### src/rtl/ofsl_pkg.sv
// Shared types and constants for the object file section loader.
// Holds the result item type, result kinds, error codes and section type words.
// No dependencies.
package ofsl_pkg;

    // Result kinds
    localparam logic [1:0] RK_WRITE = 2'd0;
    localparam logic [1:0] RK_ERROR = 2'd1;
    localparam logic [1:0] RK_DONE  = 2'd2;

    // Error codes
    localparam logic [2:0] EC_CODE_HDR  = 3'd0;
    localparam logic [2:0] EC_CODE_WORD = 3'd1;
    localparam logic [2:0] EC_DATA_HDR  = 3'd2;
    localparam logic [2:0] EC_DATA_WORD = 3'd3;
    localparam logic [2:0] EC_SYM_HDR   = 3'd4;
    localparam logic [2:0] EC_FILE_HDR  = 3'd5;
    localparam logic [2:0] EC_LINE_HDR  = 3'd6;
    localparam logic [2:0] EC_UNKNOWN   = 3'd7;

    // Section type words
    localparam logic [15:0] TYPE_CODE = 16'hCADE;
    localparam logic [15:0] TYPE_DATA = 16'hDADA;
    localparam logic [15:0] TYPE_SYM  = 16'hC3B7;
    localparam logic [15:0] TYPE_FILE = 16'hF17E;
    localparam logic [15:0] TYPE_LINE = 16'h715E;

    // Mask that keeps the low byte of a word
    localparam logic [15:0] LOW_BYTE_MASK = 16'h00FF;

    // One result item
    typedef struct packed {
        logic [1:0]  kind;
        logic [15:0] address;
        logic [15:0] word;
        logic [2:0]  code;
    } t_result;

endpackage

### src/rtl/object_file_section_loader.sv
// Top level of the object file section loader: parser state plus result buffer.
// Instantiates ofsl_parser and ofsl_out_buf; depends on ofsl_pkg.
//
// Channel   Direction  Handshake                    Payload
// input     in         i_in_valid / o_in_ready      i_data_byte, i_end_of_file
// result    out        o_out_valid / i_out_ready    o_result_kind, o_write_address,
//                                                   o_write_word, o_error_code
//
// One item per cycle while o_in_ready is high: each byte updates the parser state in the
// cycle it is accepted, and its result, if any, is registered in the result register or,
// under output stall, in the skid stage. This two-entry buffer lets input go on during a
// stall until the skid stage fills; o_in_ready drops only while the skid stage is full.
// Synchronous active-low reset returns the parser to awaiting a section type.
// After a finish or an error, items are still accepted but produce no results.
module object_file_section_loader (
    input  logic        i_clk,
    input  logic        i_rst_n,
    input  logic        i_in_valid,
    output logic        o_in_ready,
    input  logic [7:0]  i_data_byte,
    input  logic        i_end_of_file,
    output logic        o_out_valid,
    input  logic        i_out_ready,
    output logic [1:0]  o_result_kind,
    output logic [15:0] o_write_address,
    output logic [15:0] o_write_word,
    output logic [2:0]  o_error_code
);
    import ofsl_pkg::*;

    logic    w_accept;
    logic    w_res_valid;
    t_result w_res;
    t_result w_out;

    assign w_accept = i_in_valid && o_in_ready;

    // Parser state and result forming
    ofsl_parser u_parser (
        .i_clk         (i_clk),
        .i_rst_n       (i_rst_n),
        .i_accept      (w_accept),
        .i_data_byte   (i_data_byte),
        .i_end_of_file (i_end_of_file),
        .o_res_valid   (w_res_valid),
        .o_res         (w_res)
    );

    // Result register and skid stage
    ofsl_out_buf u_out_buf (
        .i_clk        (i_clk),
        .i_rst_n      (i_rst_n),
        .i_push       (w_res_valid),
        .i_res        (w_res),
        .o_can_accept (o_in_ready),
        .o_valid      (o_out_valid),
        .i_take       (i_out_ready),
        .o_res        (w_out)
    );

    assign o_result_kind   = w_out.kind;
    assign o_write_address = w_out.address;
    assign o_write_word    = w_out.word;
    assign o_error_code    = w_out.code;

endmodule

### src/rtl/ofsl_parser.sv
// Byte-level parser state for the object file section loader.
// Updates the parse state on every accepted item until it finishes or fails, and forms at most one result.
// Depends on ofsl_pkg.
module ofsl_parser (
    input  logic              i_clk,
    input  logic              i_rst_n,
    input  logic              i_accept,
    input  logic [7:0]        i_data_byte,
    input  logic              i_end_of_file,
    output logic              o_res_valid,
    output ofsl_pkg::t_result o_res
);
    import ofsl_pkg::*;

    typedef enum logic [2:0] {
        PH_TYPE,
        PH_HEADER,
        PH_PAYLOAD,
        PH_SKIP,
        PH_DONE
    } t_phase;

    typedef enum logic [2:0] {
        SK_CODE,
        SK_DATA,
        SK_SYM,
        SK_FILE,
        SK_LINE
    } t_kind;

    t_phase      r_phase, n_phase;
    t_kind       r_kind, n_kind;
    logic [7:0]  r_high, n_high;
    logic        r_parity, n_parity;
    logic [15:0] r_addr, n_addr;
    logic [15:0] r_count, n_count;
    logic [15:0] r_index, n_index;
    logic [1:0]  r_hidx, n_hidx;

    logic [15:0] w_word;
    logic [15:0] w_index_inc;
    logic [2:0]  w_hdr_code;

    assign w_word      = ({r_high, 8'h00}) | ({8'h00, i_data_byte} & LOW_BYTE_MASK);
    assign w_index_inc = r_index + 16'd1;

    // Error code for an end marker that lands inside a header
    always_comb begin
        case (r_kind)
            SK_CODE: w_hdr_code = EC_CODE_HDR;
            SK_DATA: w_hdr_code = EC_DATA_HDR;
            SK_SYM:  w_hdr_code = EC_SYM_HDR;
            SK_FILE: w_hdr_code = EC_FILE_HDR;
            default: w_hdr_code = EC_LINE_HDR;
        endcase
    end

    // Next state and result for the item being accepted
    always_comb begin
        n_phase     = r_phase;
        n_kind      = r_kind;
        n_high      = r_high;
        n_parity    = r_parity;
        n_addr      = r_addr;
        n_count     = r_count;
        n_index     = r_index;
        n_hidx      = r_hidx;
        o_res_valid = 1'b0;
        o_res       = '0;
        if (i_accept && (r_phase != PH_DONE)) begin
            if (i_end_of_file) begin
                n_phase     = PH_DONE;
                o_res_valid = 1'b1;
                if (r_phase == PH_HEADER) begin
                    o_res.kind = RK_ERROR;
                    o_res.code = w_hdr_code;
                end else if (r_phase == PH_PAYLOAD) begin
                    o_res.kind = RK_ERROR;
                    o_res.code = (r_kind == SK_CODE) ? EC_CODE_WORD : EC_DATA_WORD;
                end else begin
                    o_res.kind = RK_DONE;
                end
            end else if (r_phase == PH_SKIP) begin
                n_index = w_index_inc;
                if (w_index_inc == r_count) begin
                    n_phase = PH_TYPE;
                end
            end else if (!r_parity) begin
                n_high   = i_data_byte;
                n_parity = 1'b1;
            end else begin
                n_parity = 1'b0;
                case (r_phase)
                    PH_TYPE: begin
                        n_hidx  = 2'd0;
                        n_phase = PH_HEADER;
                        if (w_word == TYPE_CODE) begin
                            n_kind = SK_CODE;
                        end else if (w_word == TYPE_DATA) begin
                            n_kind = SK_DATA;
                        end else if (w_word == TYPE_SYM) begin
                            n_kind = SK_SYM;
                        end else if (w_word == TYPE_FILE) begin
                            n_kind = SK_FILE;
                        end else if (w_word == TYPE_LINE) begin
                            n_kind = SK_LINE;
                        end else begin
                            n_phase     = PH_DONE;
                            o_res_valid = 1'b1;
                            o_res.kind  = RK_ERROR;
                            o_res.code  = EC_UNKNOWN;
                        end
                    end
                    PH_HEADER: begin
                        if (r_kind == SK_LINE) begin
                            if (r_hidx >= 2'd2) begin
                                n_phase = PH_TYPE;
                            end else begin
                                n_hidx = r_hidx + 2'd1;
                            end
                        end else if ((r_kind != SK_FILE) && (r_hidx == 2'd0)) begin
                            n_addr = w_word;
                            n_hidx = 2'd1;
                        end else begin
                            // Count word closes the header and opens the body, or ends the section when it is zero.
                            n_count = w_word;
                            n_index = 16'd0;
                            if (w_word == 16'd0) begin
                                n_phase = PH_TYPE;
                            end else if ((r_kind == SK_CODE) || (r_kind == SK_DATA)) begin
                                n_phase = PH_PAYLOAD;
                            end else begin
                                n_phase = PH_SKIP;
                            end
                        end
                    end
                    PH_PAYLOAD: begin
                        n_index       = w_index_inc;
                        o_res_valid   = 1'b1;
                        o_res.kind    = RK_WRITE;
                        o_res.address = r_addr + r_index;
                        o_res.word    = w_word;
                        if (w_index_inc == r_count) begin
                            n_phase = PH_TYPE;
                        end
                    end
                    default: begin
                        n_phase = r_phase;
                    end
                endcase
            end
        end
    end

    // State registers
    always_ff @(posedge i_clk) begin
        if (!i_rst_n) begin
            r_phase  <= PH_TYPE;
            r_kind   <= SK_CODE;
            r_high   <= 8'd0;
            r_parity <= 1'b0;
            r_addr   <= 16'd0;
            r_count  <= 16'd0;
            r_index  <= 16'd0;
            r_hidx   <= 2'd0;
        end else begin
            r_phase  <= n_phase;
            r_kind   <= n_kind;
            r_high   <= n_high;
            r_parity <= n_parity;
            r_addr   <= n_addr;
            r_count  <= n_count;
            r_index  <= n_index;
            r_hidx   <= n_hidx;
        end
    end

    // Once finished or failed, the parser never leaves the done phase.
    a_done_sticky: assert property (@(posedge i_clk) disable iff (!i_rst_n)
        (r_phase == PH_DONE) |=> (r_phase == PH_DONE))
        else $error("parser left the done phase");

    // A finished parser produces no further results.
    a_no_result_done: assert property (@(posedge i_clk) disable iff (!i_rst_n)
        (r_phase == PH_DONE) |-> !o_res_valid)
        else $error("result produced after finish");

    // Every error or finish result moves the parser into the done phase.
    a_final_result: assert property (@(posedge i_clk) disable iff (!i_rst_n)
        (o_res_valid && (o_res.kind != RK_WRITE)) |=> (r_phase == PH_DONE))
        else $error("final result without entering done phase");

    // Writes only come from a payload word, never with the end marker.
    a_write_src: assert property (@(posedge i_clk) disable iff (!i_rst_n)
        (o_res_valid && (o_res.kind == RK_WRITE)) |-> (r_phase == PH_PAYLOAD && !i_end_of_file))
        else $error("write outside payload");

endmodule

### src/rtl/ofsl_out_buf.sv
// Result register with a skid stage for the object file section loader.
// Lets the input side accept an item while a finished result still waits.
// Depends on ofsl_pkg.
module ofsl_out_buf (
    input  logic              i_clk,
    input  logic              i_rst_n,
    input  logic              i_push,
    input  ofsl_pkg::t_result i_res,
    output logic              o_can_accept,
    output logic              o_valid,
    input  logic              i_take,
    output ofsl_pkg::t_result o_res
);
    import ofsl_pkg::*;

    logic    r_out_valid;
    logic    r_skid_valid;
    t_result r_out;
    t_result r_skid;
    logic    w_move;

    assign o_can_accept = !r_skid_valid;
    assign o_valid      = r_out_valid;
    assign o_res        = r_out;
    assign w_move       = !r_out_valid || i_take;

    // Valid flags
    always_ff @(posedge i_clk) begin
        if (!i_rst_n) begin
            r_out_valid  <= 1'b0;
            r_skid_valid <= 1'b0;
        end else if (w_move) begin
            r_out_valid  <= r_skid_valid || i_push;
            r_skid_valid <= 1'b0;
        end else if (i_push) begin
            r_skid_valid <= 1'b1;
        end
    end

    // Payload registers
    always_ff @(posedge i_clk) begin
        if (w_move) begin
            r_out <= r_skid_valid ? r_skid : i_res;
        end else if (i_push) begin
            r_skid <= i_res;
        end
    end

    // The skid stage only fills behind a held result.
    a_skid_behind: assert property (@(posedge i_clk) disable iff (!i_rst_n)
        r_skid_valid |-> r_out_valid)
        else $error("skid holds an item with an empty output register");

    // No push arrives while the skid stage is full.
    a_no_overrun: assert property (@(posedge i_clk) disable iff (!i_rst_n)
        r_skid_valid |-> !i_push)
        else $error("result pushed into a full buffer");

    // A stalled output with a new result parks it in the skid stage.
    a_park: assert property (@(posedge i_clk) disable iff (!i_rst_n)
        (r_out_valid && !i_take && i_push) |=> r_skid_valid)
        else $error("stalled result lost");

    // Draining the skid stage refills the output register.
    a_drain: assert property (@(posedge i_clk) disable iff (!i_rst_n)
        (r_skid_valid && i_take) |=> (r_out_valid && !r_skid_valid))
        else $error("skid drain failed");

endmodule
### config.mk
export PLATFORM = sky130hd
export DESIGN_NAME = object_file_section_loader
export DESIGN_NICKNAME = d
export VERILOG_FILES = /design/src/rtl/ofsl_pkg.sv /design/src/rtl/object_file_section_loader.sv /design/src/rtl/ofsl_parser.sv /design/src/rtl/ofsl_out_buf.sv
export SDC_FILE = /design/constraint.sdc
export NUM_CORES = 1
export LEC_CHECK = 0
export BUFFER_PORTS_ARGS = -buffer_cell sky130_fd_sc_hd__buf_4
export CELL_PAD_IN_SITES_DETAIL_PLACEMENT = 0
export CELL_PAD_IN_SITES_GLOBAL_PLACEMENT = 1
export CORE_UTILIZATION = 40
export CTS_BUF_LIST = sky130_fd_sc_hd__clkbuf_4
export CTS_CLUSTER_SIZE = 20
export DETAILED_ROUTE_END_ITERATION = 8
export PLACE_DENSITY_LB_ADDON = 0.1
export SLEW_MARGIN = 40
export SYNTH_ARGS = -nofsm -noshare
export SYNTH_HDL_FRONTEND = slang
export SYNTH_SLANG_ARGS = --single-unit
export TNS_END_PERCENT = 5
### constraint.sdc
create_clock -name i_clk -period 7.2 [get_ports i_clk]
set_clock_uncertainty 0.15 [all_clocks]
set_input_delay 0.36 -clock i_clk [delete_from_list [all_inputs] [get_ports i_clk]]
set_output_delay 0.36 -clock i_clk [all_outputs]
set_load 0.01 [all_outputs]
==> metrics.log, run 1 <==
INFO  metric area_added_between_synthesis_and_finish = 13.1%
INFO  metric rows = 48
INFO  metric h-tree-depth = 4
INFO  metric unrepaired_setup_endpoints_after_global_routing = no
INFO  metric drtIter0Drc = 254
INFO  metric post_synth_num_cell_types = 71
INFO  metric slew_violations = 0
INFO  metric detail_route.drc_violations = 0
INFO  metric fin_total_pwr = 1.41 mW
INFO  metric layoutNonFillerInstCount = 989
INFO  metric hold_path.class = primary input to register
INFO  metric grt_max_degree = 70
INFO  metric maxClockFrequency = 314 MHz
INFO  metric clock-root-buffer = clkbuf_4
INFO  metric die_h = 137 um
INFO  metric clk_latency = 0.54 ns
INFO  metric multi_input_combinational_cell_area = 0.00351 mm^2
INFO  metric cts-root-to-sink-buffers = 2
INFO  metric post_synth_and_or_nand_nor_area_fraction = 0.194
INFO  metric layout_common_cells = edfxtp_1, nand2_1, dfxtp_1
INFO  metric post-route-worst-setup-slack = 4.01 ns
INFO  metric core_area = 0.0175 mm^2
INFO  metric critPathKind = register to register
INFO  metric synth_top_area_share = 0.307
INFO  metric critical_path_required = 7.47 ns
INFO  metric clock_sink_count = 141
INFO  metric yosys-top-cells-area = edfxtp_1, dfxtp_1, a21o_1, mux2i_1, nand2_1
INFO  metric mappedNetlistNets = 736
INFO  metric synth_compound_area_frac = 0.171
INFO  metric placed_wire_length_estimate = 12500 um
INFO  metric synth_enable_flop_cells = 74
INFO  metric tritoncts = yes
INFO  metric routed_wire_length_per_instance = 17.5 um
INFO  metric yosys.area_share.adder = 0.0339
INFO  metric nNetsFinal = 782
INFO  metric xor_xnor_share_of_the_synthesized_area = 0.0411
INFO  metric grt_pass1_wl = 27800 um
INFO  metric grt_antenna_before_repair = 1
INFO  metric power_density = 173 mW/mm^2
INFO  metric avg_cell_area_syn = 10.3 um^2
INFO  metric synth_area = 0.00724 mm^2
INFO  metric worstSetupEndpointType = register
INFO  metric die_area = 0.0186 mm^2
INFO  metric vias_after_detailed_routing = 5281
INFO  metric worstPathCellList = buf_4 > nand2b_1 > a21oi_2 > and2_1 > nand2_1 > or3b_2 > mux2i_1 > nor2b_1
INFO  metric synth_top_flop_cell = edfxtp_1
INFO  metric vdd.ir_drop.worst = 0.0000752 V
INFO  metric startpoint_type = register
INFO  metric route.met3.wl = 539 um
INFO  metric worst-endpoint-arrival = 3.46 ns
INFO  metric hold_ws = 0.0713 ns
INFO  metric highest_layer = met4
INFO  metric ioPinCount = 52
INFO  metric hold_viol_final = 0
INFO  metric die_w = 137 um
INFO  metric ys_ff_latch = 141
INFO  metric muxShareOfSynthArea = 0.0403
INFO  metric flip_flop_and_latch_area = 0.00356 mm^2
INFO  metric timing.critical_path.fanout_max = 40
INFO  metric synth_top_family_by_area = simple AND/OR/NAND/NOR gates
INFO  metric drt-vias-per-instance = 5.34
INFO  metric met2RoutedLength = 7820 um
INFO  metric max_slew.worst_pin.slew = 0.716 ns
INFO  metric worst-path-buf-inv = 1
INFO  metric yosysSeqAreaShare = 0.492
INFO  metric timing.final.crit_period = 3.19 ns
INFO  metric detailedRoute.firstPassIterationCount = 5
INFO  metric first_global_vias = 5102
INFO  metric cts.reportedPaths.clkPinSlew = 0.14 ns
INFO  metric cts-buffers-inserted = 17
INFO  metric yosysTopAreaCell = edfxtp_1
INFO  metric gp_congestion = 0.831
INFO  metric m1WireLength = 8700 um
INFO  metric fraction_of_registers_with_async_set_or_reset_after_synthesis = 0
INFO  metric max_cap_viol_count = 0
INFO  metric setup-violations-final = 0
INFO  metric place_ws = 3.96 ns
INFO  metric numPlacedInstances = 948
INFO  metric antenna_left = 0
INFO  metric floorplan.initialDensity = 0.414
INFO  metric cts_setup_buffers = 0
INFO  metric layout_worst_path_cycle_share = 0.443
INFO  metric detailed_route_wire_length = 17300 um
INFO  metric io_buffer_count = 51
INFO  metric critical_path.top_delay_family = simple AND/OR/NAND/NOR gates
INFO  metric leakagePower = 3.46 nW
INFO  metric globalRouteTotalUtil = 0.198
INFO  metric setup-tns-final = 0 ns
INFO  metric worst_slew_margin_rel = 0.521
INFO  metric overflow = 0
INFO  metric share_of_post_route_cells_with_drive_strength_above_1 = 0.145
INFO  metric timing.critical_path.slowest_stage_cell = or3b_2
INFO  metric critical_path.max_stage_delay = 0.76 ns
INFO  metric gate_count_of_the_mapped_netlist = 704
INFO  metric yosys_warnings = 0
INFO  metric mostFrequentLayoutCell = edfxtp_1
INFO  metric num-fill-cells = 1678
INFO  metric run_status = finished clean
## state kept, by name, indices dropped and copies added (netlist names)
name,cells
u_parser.r_addr,16
u_out_buf.o_res,37
u_out_buf.o_valid,1
u_parser.r_hidx,2
u_parser.r_high,8
u_out_buf.r_skid,37
u_parser.r_phase,3
u_parser.r_kind,3
u_out_buf.r_skid_valid,1
u_parser.r_count,16
u_parser.r_parity,1
u_parser.r_index,16
## path summary, 6_finish.rpt
path	startpoint	endpoint	slack, ns	depth (start not counted)
worst max-delay path	u_out_buf.r_skid_valid	u_parser.r_count[12]	4.01	8
worst min-delay path	i_end_of_file	u_out_buf.r_skid[36]	0.07	3
worst max register to register	u_out_buf.r_skid_valid	u_parser.r_count[12]	4.01	8
worst min register to register	u_parser.r_addr[7]	u_parser.r_addr[7]	0.32	2
## report_power, final
group          leakage [nW]  internal (mW)  switching [mW]
clock network         0.137          0.148           0.321
registers              1.32          0.856          0.0119
logic                  2.00         0.0358          0.0426
total                  3.46           1.04           0.376
## what timing repair did
item                                   CTS  global route
hold buffers                             8             0
resized for setup                        0             0
endpoints found under the hold margin   19             0
setup endpoints to repair                0             0
## routing by layer
layer	up-vias	global-route usage
li1	2675	-
met1	2513	0.278
met2	82	0.309
met3	11	0.0400
met4	0	0.0562
met5	-	0
## worst register-to-register path, delay by kind of cell, from the launching register on
family / cells / cell delay, ns
compound gates: 1 / 0.28
buf+inv: 1 / 0.25
mux: 1 / 0.25
flops: 1 / 0.33
simple gates: 5 / 1.81
## cells in the mapped netlist, drive strengths merged (9+ instances only)
cell type and instances:
and2 15, ha 18, xnor2 19, clkbuf 26, o21ai 18, nand3 14, nand4 11, xor2 15
buf 11, or3 9, o21a 9, mux2i 28, nor2b 33, nand2 75, and3 21, a21o 41
edfxtp 74, nor4 9, nor3 13, nand2b 10, a21oi 21, dfxtp 67, inv 11, nor2 36
a21boi 30
## kinds of logic after synthesis
kind of cell,count (synthesis)
xor+xnor,34
fa+ha+maj,19
flops,141
simple gates,264
buf+inv,48
compound gates,169
mux,29
## metrics by stage
stage / utilization / instance area (um^2)
finish: 0.469 / 8190
global route: 0.469 / 8190
CTS: 0.468 / 8190
detailed placement: 0.449 / 7850
global placement: 0.445 / 7780
floorplan: - / 7240
## final cells by class
cell class                      instances  share of cell area
Clock inverter                         15              0.0156
Tap cell                              225              0.0344
Timing Repair Buffer                   64              0.0660
Antenna cell                            1            0.000306
Clock buffer                           17              0.0156
Sequential cell                       141               0.435
Multi-Input combinational cell        515               0.428
Inverter                               11             0.00504
Power figures use the tool's default switching activity.
==> inputs of run 2 (changes only) <==
- ABC_AREA: unset -> 1
- clock period: 7.2 -> 2.7 ns (I/O delays scaled with it)
==> metrics.log, run 2 <==
INFO  metric run_status = finished clean
INFO  metric critical_path_required = 3.05 ns
INFO  metric avg_cell_area_syn = 8.37 um^2
INFO  metric grt_antenna_before_repair = 1
INFO  metric numPlacedInstances = 1126
INFO  metric detailed_route_wire_length = 19100 um
INFO  metric critPathKind = register to register
INFO  metric clk_latency = 0.56 ns
INFO  metric worstSetupEndpointType = register
INFO  metric gate_count_of_the_mapped_netlist = 859
INFO  metric worst_hold_startpoint = i_out_ready
INFO  metric yosysTopAreaCell = edfxtp_1
INFO  metric first_global_vias = 5649
INFO  metric r2r-start = u_parser.r_phase[0]
INFO  metric core_area = 0.0174 mm^2
INFO  metric layout_common_cells = nand2_1, nor2_1, inv_1
INFO  metric drtIter0Drc = 430
INFO  metric clock_sink_count = 141
INFO  metric die_area = 0.0185 mm^2
INFO  metric share_of_total_power_in_sequential_cells = 0.557
INFO  metric slew_violations = 0
INFO  metric vias_after_detailed_routing = 6003
INFO  metric mappedNetlistNets = 891
INFO  metric critical_path.top_delay_family = buffers and inverters
INFO  metric synth.most_common_cell = nand2_1
INFO  metric hold_path.class = primary input to register
INFO  metric worstPathCellList = inv_2 > nand2_2 > nor2_1 > nor3_4 > nand2_4 > nor2_4 > nand2_2 > nor3_4 > buf_8 > o21ai_0 > a21oi_1 > dlygate4sd3_1
INFO  metric critical_path.reg2reg.endpoint = u_parser.r_count[0]
INFO  metric timing.final.crit_period = 2.57 ns
INFO  metric floorplan.initialDensity = 0.413
INFO  metric grt_max_degree = 38
INFO  metric cts-buffers-inserted = 17
INFO  metric r2r_slack = 0.13 ns
INFO  metric cts.reportedPaths.clkPinSlew = 0.15 ns
INFO  metric area_added_between_synthesis_and_finish = 16.8%
INFO  metric critical_path_depth = 12
INFO  metric num-fill-cells = 1743
INFO  metric detailedRoute.firstPassIterationCount = 9
INFO  metric antenna_left = 0
INFO  metric cellInternalPower = 3.07 mW
INFO  metric overflow = 0
INFO  metric die_h = 136 um
INFO  metric synth_top_cells_by_count = nand2_1, nor2_1, inv_1, edfxtp_1, dfxtp_1
INFO  metric worst_r2r_path_depth = 12
INFO  metric placed_wire_length_estimate = 13600 um
INFO  metric detail_route.drc_violations = 0
INFO  metric timing.critical_path.slowest_stage_cell = dlygate4sd3_1
INFO  metric maxClockFrequency = 389 MHz
INFO  metric power.switching_fraction = 0.261
INFO  metric whs_endpoint = u_out_buf.r_skid_valid
INFO  metric worst_hold_path.num_cells = 5
INFO  metric post_synth_num_cell_types = 42
INFO  metric hold_viol_final = 0
INFO  metric multi_input_combinational_cell_area = 0.00317 mm^2
INFO  metric synth_top_area_share = 0.309
INFO  metric layout_worst_path_cycle_share = 0.951
INFO  metric fin_total_pwr = 4.15 mW
INFO  metric critical_path.max_stage_delay = 0.57 ns
INFO  metric setup-violations-final = 0
INFO  metric rows = 48
INFO  metric cts-root-to-sink-buffers = 2
INFO  metric layoutNonFillerInstCount = 1176
INFO  metric routed_wire_length_per_instance = 16.3 um
INFO  metric timing.critical_path.fanout_max = 32
INFO  metric h-tree-depth = 4
INFO  metric ys_ff_latch = 141
INFO  metric combinationalPowerShare = 0.067
INFO  metric yosys_warnings = 0
INFO  metric yosysSeqAreaShare = 0.496
INFO  metric share_of_post_route_cells_with_drive_strength_above_1 = 0.185
INFO  metric power_density = 495 mW/mm^2
INFO  metric power.switching = 1.09 mW
INFO  metric startpoint_type = register
INFO  metric unrepaired_setup_endpoints_after_global_routing = yes
INFO  metric nNetsFinal = 969
INFO  metric globalRouteTotalUtil = 0.216
INFO  metric worst-path-buf-inv = 3
INFO  metric worst_slew_margin_rel = 0.657
INFO  metric mostFrequentLayoutCell = nand2_1
INFO  metric max_slew.worst_pin.slew = 0.510 ns
INFO  metric layout.core_utilization = 0.482
INFO  metric max_cap_viol_count = 0
INFO  metric synth_top_flop_cell = edfxtp_1
INFO  metric vdd.ir_drop.worst = 0.000223 V
INFO  metric grt_pass1_wl = 30100 um
INFO  metric synth_enable_flop_cells = 74
INFO  metric clock-root-buffer = clkbuf_4
INFO  metric worst-endpoint-arrival = 2.91 ns
INFO  metric portion_of_total_power_attributed_to_the_clock_network = 0.376
INFO  metric setup-tns-final = 0 ns
INFO  metric gp_congestion = 0.871
INFO  metric yosys-top-cells-area = edfxtp_1, dfxtp_1, nand2_1, nor2_1, inv_1
INFO  metric flip_flop_and_latch_area = 0.00356 mm^2
INFO  metric synth_area = 0.00719 mm^2
INFO  metric hold_ws = 0.269 ns
INFO  metric fraction_of_registers_with_async_set_or_reset_after_synthesis = 0
INFO  metric tritoncts = yes
INFO  metric ioPinCount = 52
INFO  metric leakagePower = 3.40 nW
INFO  metric die_w = 136 um
INFO  metric io_buffer_count = 51
INFO  metric drt-vias-per-instance = 5.10
[run 2: cell types whose count changed after synthesis, moves of 33 or more]
cell / before / now
nand2_1: 73 / 199
inv_1: 11 / 82
nor2_1: 35 / 102
a21o_1: 41 / 1
nor2b_1: 33 / 0
o21ai_0: 18 / 51
[run 2: what timing repair did]
| item | 4_1_cts | 5_1_grt |
|---|---|---|
| hold buffers | 13 | 0 |
| setup endpoints to repair | 0 | 46 |
| hold endpoints to repair | 63 | 0 |
| resized for setup | 0 | 8 |
| setup buffers | 0 | 3 |
[run 2: worst max path at each step]
stage	startpoint	endpoint	slack, ns
6_report	u_parser.r_phase[0]	u_parser.r_count[0]	0.13
5_1_grt	u_parser.r_index[0]	u_out_buf.o_res[29]	-0.004
4_1_cts	u_parser.r_phase[0]	u_parser.r_count[0]	0.05
3_5_place_dp	u_parser.r_high[1]	u_out_buf.o_res[0]	0.14
3_3_place_gp	u_parser.r_high[1]	u_out_buf.o_res[0]	0.17
2_1_floorplan	u_parser.r_high[1]	u_out_buf.r_skid[0]	0.28
[run 2: cells by family (layout without fill, tap and decap cells)]
group,after synthesis,after routing,share of synthesized area
and+or+nand+nor,411,411,0.258
AOI/OAI and AO/OA,159,159,0.134
DFF,141,141,0.496
buffers and inverters,120,211,0.0672
adders and majority gates,19,19,0.0341
xor gates and xnor gates,8,8,0.00974
muxes,1,1,0.00157
other,0,1,0
[run 2: power groups by stage]
| stage | logic (mW) | clock network [mW] | registers [mW] |
|---|---|---|---|
| global route | 0.300 | 1.68 | 2.32 |
| detailed placement | 0.256 | 0 | 2.36 |
| finish | 0.277 | 1.56 | 2.32 |
| global placement | 0.256 | 0 | 2.36 |
| CTS | 0.271 | 1.61 | 2.32 |
| floorplan | 0.108 | 0 | 2.38 |
[run 2: worst min-delay path: stages]
cell and delay (ns):
dlygate4sd3_1 0.53, buf_4 0.10, nor2_1 0.07, nand3_1 0.09, inv_1 0.04
[run 2: per-layer routing]
metal	up-vias	GRT usage	part of all wire
met5	-	0	0
met4	0	0.0864	0.020
met3	22	0.0339	0.039
met2	140	0.345	0.46
met1	2794	0.292	0.48
li1	3047	-	-
[run 2: per-stage QoR]
stage                     worst slack (ns)  instance area (um^2)
final                                0.132                  8400
after floorplan                      0.276                  7200
after global routing              -0.00404                  8400
after global placement               0.169                  7870
after detailed placement             0.144                  7870
after CTS                           0.0485                  8330
[run 2: layout make-up]
class                           instances  share of cell area
Multi-Input combinational cell        598               0.377
Timing Repair Buffer                   82              0.0816
Sequential cell                       141               0.424
Clock inverter                         15              0.0234
Inverter                               97              0.0442
Antenna cell                            1            0.000298
Clock buffer                           17              0.0152
Tap cell                              225              0.0335
==> inputs of run 3 (changes only) <==
- CTS_CLUSTER_SIZE: 20 -> 28
- SYNTH_HIERARCHICAL: unset -> 1
==> metrics.log, run 3 <==
INFO  metric timing.critical_path.slowest_stage_cell = dfxtp_1
INFO  metric post-route-worst-setup-slack = 0.217 ns
INFO  metric clock-root-buffer = clkbuf_4
INFO  metric drt-vias-per-instance = 5.09
INFO  metric yosys_warnings = 6
INFO  metric globalRouteTotalUtil = 0.215
INFO  metric synth_area = 0.00718 mm^2
INFO  metric synth_enable_flop_cells = 74
INFO  metric share_of_post_route_cells_with_drive_strength_above_1 = 0.149
INFO  metric met2RoutedLength = 8450 um
INFO  metric grt_max_degree = 47
INFO  metric setup-violations-final = 0
INFO  metric drtIter0Drc = 343
INFO  metric clk_latency = 0.57 ns
INFO  metric worstSetupEndpoint = u_out_buf/r_skid[7]
INFO  metric route.met3.wl = 1060 um
INFO  metric core_area = 0.0174 mm^2
INFO  metric grt_pass1_wl = 30000 um
INFO  metric die_w = 136 um
INFO  metric area_added_between_synthesis_and_finish = 16.1%
INFO  metric worst_hold_path.num_cells = 5
INFO  metric synth_top_cells_by_count = nand2_1, a21oi_1, nor2_1, edfxtp_1, inv_1
INFO  metric hold_path.class = primary input to register
INFO  metric ioPinCount = 52
INFO  metric max_slew.worst_pin.slew = 0.524 ns
INFO  metric mostFrequentLayoutCell = nand2_1
INFO  metric rows = 48
INFO  metric placed_wire_length_estimate = 13600 um
INFO  metric m1WireLength = 9080 um
INFO  metric layout_common_cells = nand2_1, a21oi_1, nor2_1
INFO  metric vias_after_detailed_routing = 6158
INFO  metric worst_slew_margin_rel = 0.647
INFO  metric slew_violations = 0
INFO  metric mappedNetlistNets = 920
INFO  metric die_area = 0.0185 mm^2
INFO  metric yosysSeqAreaShare = 0.496
INFO  metric run_status = finished clean
INFO  metric floorplan.initialDensity = 0.412
INFO  metric maxClockFrequency = 403 MHz
INFO  metric yosysTopAreaCell = edfxtp_1
INFO  metric worstPathCellList = nor2_1 > nand2_1 > nor3_1 > nor2_1 > nand3_1 > nor2_1 > nand2_1 > nand2_1 > nand2_1 > a21oi_1 > inv_1 > nor2_4 > buf_12
INFO  metric gp_congestion = 0.803
INFO  metric h-tree-depth = 4
INFO  metric power_density = 475 mW/mm^2
INFO  metric critical_path.max_stage_delay = 0.43 ns
INFO  metric detail_route.drc_violations = 0
INFO  metric detailed_route_wire_length = 19000 um
INFO  metric clock_sink_count = 141
INFO  metric cts.reportedPaths.clkPinSlew = 0.13 ns
INFO  metric worst-endpoint-arrival = 2.60 ns
INFO  metric critical_path.most_common_cell = nand2_1
INFO  metric tritoncts = yes
INFO  metric antenna_left = 0
INFO  metric cts-buffers-inserted = 17
INFO  metric critical_path_depth = 13
INFO  metric worst_r2r_path_depth = 13
INFO  metric synth_top_flop_cell = edfxtp_1
INFO  metric max_cap_viol_count = 0
INFO  metric startpoint_type = register
INFO  metric synth.most_common_cell = nand2_1
INFO  metric first_global_vias = 5677
INFO  metric overflow = 0
INFO  metric hold_viol_final = 0
INFO  metric post_synth_num_cell_types = 44
INFO  metric die_h = 136 um
INFO  metric highest_layer = met4
INFO  metric avg_cell_area_syn = 8.09 um^2
INFO  metric r2r_slack = 0.22 ns
INFO  metric crit_start = u_parser/r_high[2]
INFO  metric critical_path_required = 2.82 ns
INFO  metric synth_top_area_share = 0.309
INFO  metric detailedRoute.firstPassIterationCount = 4
INFO  metric worst-path-buf-inv = 2
INFO  metric fraction_of_registers_with_async_set_or_reset_after_synthesis = 0
INFO  metric vdd.ir_drop.worst = 0.000201 V
INFO  metric layout_worst_path_cycle_share = 0.920
INFO  metric layoutNonFillerInstCount = 1210
INFO  metric cts-root-to-sink-buffers = 2
INFO  metric gate_count_of_the_mapped_netlist = 888
INFO  metric critical_path.reg2reg.endpoint = u_out_buf/r_skid[7]
INFO  metric timing.final.crit_period = 2.48 ns
INFO  metric unrepaired_setup_endpoints_after_global_routing = yes
INFO  metric num-fill-cells = 1709
INFO  metric numPlacedInstances = 1165
INFO  metric routed_wire_length_per_instance = 15.7 um
INFO  metric critical_path.top_delay_family = simple AND/OR/NAND/NOR gates
INFO  metric place_ws = 0.108 ns
INFO  metric r2r-start = u_parser/r_high[2]
INFO  metric nNetsFinal = 1003
INFO  metric worstSetupEndpointType = register
INFO  metric io_buffer_count = 51
INFO  metric leakagePower = 3.53 nW
INFO  metric ys_ff_latch = 141
INFO  metric grt_antenna_before_repair = 1
INFO  metric critPathKind = register to register
INFO  metric timing.critical_path.fanout_max = 32
INFO  metric yosys-top-cells-area = edfxtp_1, dfxtp_1, nand2_1, a21oi_1, nor2_1
[run 3: stage by stage]
stage	setup TNS, ns	total power [mW]	cell area, um^2	utilization	hold slack [ns]
floorplan	0	2.49	7190	-	0.0996
CTS	0	4.02	8330	0.478	0.0339
global placement	0	2.63	7930	0.455	0.274
global route	-0.00498	4.12	8340	0.479	0.0844
finish	0	3.96	8340	0.479	0.118
detailed placement	0	2.64	7930	0.455	0.282
[run 3: layout make-up]
| class | count | area (um^2) | area share |
|---|---|---|---|
| antenna | 1 | 2.50 | 0.000300 |
| clock buffer | 17 | 128 | 0.0153 |
| clock inverter | 15 | 153 | 0.0183 |
| inverter | 85 | 319 | 0.0383 |
| multi-input combinational | 636 | 3170 | 0.380 |
| sequential | 141 | 3560 | 0.428 |
| tap | 225 | 282 | 0.0338 |
| timing repair buffer | 90 | 718 | 0.0861 |
[run 3: what timing repair did]
action                                  CTS  global route
resized for setup                         0             4
hold buffers                             12             0
hold endpoints to repair                 75             0
endpoints found under the setup margin    0             8
buffers inserted                          0             0
[run 3: kinds of logic (layout without fill, tap and decap cells)]
| kind of cell | count (synthesis) | count (layout) | synth area share |
|---|---|---|---|
| and+or+nand+nor | 435 | 435 | 0.263 |
| other | 0 | 1 | 0 |
| buffers and inverters | 111 | 207 | 0.0644 |
| AOI/OAI and AO/OA | 174 | 174 | 0.130 |
| DFF | 141 | 141 | 0.496 |
| xor gates and xnor gates | 8 | 8 | 0.0118 |
| adders and majority gates | 19 | 19 | 0.0341 |
[run 3: report_power, final]
group	leakage (nW)	switching [mW]	internal, mW	total [mW]
Sequential	1.39	0.0230	2.29	2.31
Combinational	1.99	0.183	0.107	0.290
Clock	0.152	0.871	0.489	1.36
Total	3.53	1.08	2.88	3.96
[run 3: per-layer routing]
| layer | up-vias | GRT usage |
|---|---|---|
| met5 | - | 0 |
| met2 | 146 | 0.327 |
| li1 | 3160 | - |
| met4 | 0 | 0.0840 |
| met1 | 2821 | 0.292 |
| met3 | 31 | 0.0541 |
[run 3: worst reg2reg max path: stages (launching register included)]
cell	delay, ns
dfxtp_1	0.43
nor2_1	0.14
nand2_1	0.11
nor3_1	0.05
nor2_1	0.11
nand3_1	0.07
nor2_1	0.24
nand2_1	0.11
nand2_1	0.07
nand2_1	0.05
a21oi_1	0.19
inv_1	0.10
nor2_4	0.14
buf_12	0.21
[run 3: worst min path at each step]
stage	end	slack, ns	startpoint
after global routing	u_out_buf/r_skid[36]	0.08	i_in_valid
after global placement	u_out_buf/r_skid_valid	0.27	i_out_ready
after CTS	u_out_buf/r_skid[36]	0.03	i_in_valid
after detailed placement	u_out_buf/r_skid_valid	0.28	i_out_ready
after floorplan	u_out_buf/o_valid	0.1	i_rst_n
final	u_out_buf/r_skid[36]	0.12	i_in_valid
